File: config.mk
export PLATFORM = sky130hd
export DESIGN_NAME = rrd_sqrt
export DESIGN_NICKNAME = d
export VERILOG_FILES = /design/src/rtl/rrd_sqrt.sv
export SDC_FILE = /design/constraint.sdc
export NUM_CORES = 1
export LEC_CHECK = 0
export BUFFER_PORTS_ARGS = -buffer_cell sky130_fd_sc_hd__buf_2
export CORE_MARGIN = 8
export CORE_UTILIZATION = 51
export CTS_CLUSTER_DIAMETER = 120
export DETAILED_ROUTE_END_ITERATION = 12
export PLACE_DENSITY = 0.67
export SYNTH_ARGS = -nofsm -noshare
export SYNTH_HDL_FRONTEND = slang
export SYNTH_SLANG_ARGS = --single-unit
File: constraint.sdc
create_clock -name clk -period 9.06 [get_ports clk]
set_input_delay 1.812 -clock clk [delete_from_list [all_inputs] [get_ports clk]]
set_output_delay 1.812 -clock clk [all_outputs]
set_load 0.02 [all_outputs]
File: src/rtl/rrd_sqrt.sv
// Pipelined integer square root, one root bit per stage, with a side-band carried along.
module rrd_sqrt #(
  parameter int IN_W   = 40,
  parameter int SIDE_W = 8
) (
  input  logic                clk,
  input  logic                rst,
  input  logic                en,
  input  logic                in_valid,
  input  logic [IN_W-1:0]     x,
  input  logic [SIDE_W-1:0]   side_in,
  output logic                out_valid,
  output logic [IN_W/2-1:0]   root,
  output logic [SIDE_W-1:0]   side_out
);

  localparam int RB = IN_W / 2;

  logic              vld  [0:RB];
  logic [IN_W-1:0]   xs   [0:RB];
  logic [RB-1:0]     rem  [0:RB];
  logic [RB-1:0]     rt   [0:RB];
  logic [SIDE_W-1:0] side [0:RB];

  always_ff @(posedge clk) begin
    if (rst) begin
      vld[0] <= 1'b0;
    end else if (en) begin
      vld[0] <= in_valid;
    end
    if (en) begin
      xs[0]   <= x;
      rem[0]  <= '0;
      rt[0]   <= '0;
      side[0] <= side_in;
    end
  end

  for (genvar g = 0; g < RB; g++) begin : g_stage
    logic [RB+1:0] r2;
    logic [RB+1:0] trial;
    logic [RB+1:0] diff;
    logic          take;

    always_comb begin
      r2    = {rem[g], xs[g][IN_W-1 -: 2]};
      trial = {rt[g], 2'b01};
      diff  = r2 - trial;
      take  = (r2 >= trial);
    end

    always_ff @(posedge clk) begin
      if (rst) begin
        vld[g+1] <= 1'b0;
      end else if (en) begin
        vld[g+1] <= vld[g];
      end
      if (en) begin
        xs[g+1]   <= xs[g] << 2;
        rem[g+1]  <= take ? diff[RB-1:0] : r2[RB-1:0];
        rt[g+1]   <= {rt[g][RB-2:0], take};
        side[g+1] <= side[g];
      end
    end
  end

  assign out_valid = vld[RB];
  assign root      = rt[RB];
  assign side_out  = side[RB];

endmodule

==> qor.txt <==
grt total ovfl: 0
IO Pins: 81
crit-path leading delay family: simple AND/OR/NAND/NOR gates
CTS tree: yes
CP Data Arrival Time: 4000 ps
Static Leak: 0.0215 uW
DRT antenna net count: 0
Least-Margin Pin Slew: 1050 ps
hpwl dp: 55,800 um
final wirelength: 82,500 um
Slew headroom: 0.297
reg2reg start: rem[18][10]
outcome: finished clean
DR DRC count: 0
Pwr per Cell Area: 246 nW/um^2
number of inserted diodes: 0
Tmin final: 3560 ps
PostCTS Resize Cnt: 0
Simple-Gate Fraction of Synth Area: 0.0822
commonest non-fill, non-tap cells in the layout: 1,176 x edfxtp_1, 282 x inv_1, 249 x nand2_1, 231 x ha_1, 192 x o21ai_0
Post-CTS Setup Inserts: 0
Seq/Total Area, Yosys: 0.695
hold wc startpoint: xs[0][14]
NumNets Final: 4,021
slowest stage delay, CP: 660 ps
Root Buffer: clkbuf_16
slowest cell on the critical path: a21oi_2
post-synth cell types: 86
met3 GRT Util: 0.0248
Final Hold Fails: 0
Mapped Area: 50,800 um^2
Setup Total Neg Slack: 0 ps
Port Buffers: 80
largest family of logic cells by synthesized area: simple AND/OR/NAND/NOR gates
Core Util, Final: 0.572
most used routing layer: met2
Crit Path Max Fanout: 12
proportion of layout cells with a drive suffix above 1: 0.0935
Hold WC Path Type: reg2reg
Post-Synth XOR/XNOR Area: 0.0458
R2R Setup Slk: 5500 ps
Peak VDD IR: 179 uV
largest net degree at the start of global routing: 195
Crit Path Class: reg2reg
clock sink count: 1,176
core footprint: 99,400 um^2
RR Endpoint: rem[19][4]
Die W: 332 um
RSZ-0062 raised after global routing: false
starting density of the core: 0.511
asr flop ratio synth: 0
Worst-Skew Late Latency: 700 ps
1st-iter DRT viols: 1,839
CP endpoint kind: register
max-slew violation count: 0
synthesis-stage register bit count: 1,176
Placed Cells: 4,912
vias per inst: 5.32
WHS: 403 ps
CP Launch Type: register
clock slew at reported path FFs: 60 ps
Main synth FF type: edfxtp_1
mux contribution to synthesized area: 0.0119
initial antenna violation count: 0
CP cell instances: ha_1, and3_1, nor3b_1, nand3_1, nor4_1, nor3_1, a21oi_2, buf_6, mux2_2
final setup fails: 0
compound-cell area share of the yosys netlist: 0.0819
Area growth, synth to finish: 11.8%
DR pass1 iterations: 6
FF-to-FF path depth: 9
Rows: 116
Num CTS Buffers: 121
hold path depth: 0
clk_skew: 25.3 ps
GR Util met1: 0.199
H-tree levels: 3
achievable clock frequency: 281 MHz
Post-Syn Nets: 3,858
maxcap violations: 0
number of synthesis warnings: 0
GRT Util Overall: 0.146
post-synthesis cell count: 3,575
wire length of the first global-routing pass: 133,000 um
hold_buf cts: 0
adder-cell share of the synthesized area: 0.0569
Finished Layout Cells: 5,139
commonest non-fill, non-tap cell in the layout: edfxtp_1
vias in the first global route: 26,500
Clock Tree Buf Depth: 3
area of the die: 110,000 um^2
routed len/inst: 16.1 um
worst path bufs/invs: 1
EDFF count, synth: 1,176
GPL Wtd Cong: 0.907
Vert. Die Dim: 332 um
CP Data Required Time: 9500 ps
hold path endpoint: xs[0][56]
period utilization: 0.393
vias: 27,300
met2 Usage GRT: 0.234
syn avg cell area: 14.2 um^2
[synthesized netlist by cell type, drive strengths merged, types with 8 or more instances]
cell type / count / area, um^2
edfxtp: 1176 / 35300
inv: 283 / 1060
nand2: 249 / 935
ha: 231 / 2890
o21ai: 195 / 976
nor2: 181 / 679
a21oi: 172 / 861
xor2: 138 / 1210
xnor2: 128 / 1120
nor3: 83 / 432
a21o: 66 / 495
nand3: 54 / 275
o21a: 43 / 323
mux2: 42 / 473
nor2b: 41 / 257
nand2b: 38 / 238
clkbuf: 37 / 139
or3: 34 / 228
and2: 32 / 200
nor4: 31 / 200
o31ai: 27 / 203
a211oi: 25 / 188
buf: 23 / 149
o21bai: 17 / 128
and3: 16 / 100
nand4: 16 / 100
or4: 15 / 116
o211ai: 14 / 105
mux2i: 13 / 130
a31oi: 12 / 75.1
or2: 11 / 68.8
a21boi: 10 / 75.1
nand3b: 10 / 78.8
o31a: 8 / 70.1
[cell type report]
| class | instances | area [um^2] |
|---|---|---|
| fillers | 7751 | 42600 |
| flip-flops and latches | 1176 | 35300 |
| multi-input cells | 2056 | 14200 |
| clock buffers | 148 | 3170 |
| well taps | 1298 | 1620 |
| inverters | 283 | 1060 |
| clock inverters | 78 | 873 |
| repair buffers | 100 | 627 |
[worst reg2reg max path, stage by stage (launching register included)]
cell and delay [ps]:
edfxtp_1 380, ha_1 390, and3_1 230, nor3b_1 250, nand3_1 130, nor4_1 540, nor3_1 120, a21oi_2 660
buf_6 260, mux2_2 350
[state kept, by name, summed over array words and instances, names as in the netlist]
name and flops:
rem 357, xs 420, side 168, vld 21
rt 210
[worst max-delay path by stage]
stage	start	end	slack (ps)	cells past startpoint
final	rem[18][10]	rem[19][4]	5500	9
after global routing	rem[18][8]	rem[19][9]	5230	9
after CTS	rem[18][8]	rem[19][12]	5260	8
after detailed placement	en	vld[16]	4860	4
after global placement	en	side[1][24]	4910	3
after floorplan	rem[17][0]	rem[18][4]	6120	8
[routing by layer]
| layer | part of all wire | up-vias |
|---|---|---|
| li1 | - | 13600 |
| met1 | 0.46 | 13000 |
| met2 | 0.46 | 491 |
| met3 | 0.044 | 184 |
| met4 | 0.034 | 0 |
| met5 | 0 | - |
[through the flow]
step           power [uW]  area [um^2]  setup WS, ps
2_1_floorplan        8520        50800          6120
3_3_place_gp         9060        52800          4910
3_5_place_dp         9110        52800          4860
4_1_cts             14200        56800          5260
5_1_grt             14700        56900          5230
6_report            14000        56900          5500
[power by group]
part           internal [uW]  switching, uW  total [uW]
logic                    878           1120        2000
clock network           2970           2000        4970
registers               6720            292        7010
[kinds of logic (layout without fill, tap and decap cells)]
kind of cell | Yosys count | in the layout
flip-flops | 1176 | 1176
AND/OR/NAND/NOR | 842 | 842
AO/OA/AOI/OAI | 661 | 661
buffers and inverters | 343 | 609
XOR/XNOR | 266 | 266
adder cells (fa/ha/maj) | 231 | 231
multiplexers | 55 | 55
other | 1 | 1
No activity file was read; power rests on OpenSTA's default activity.
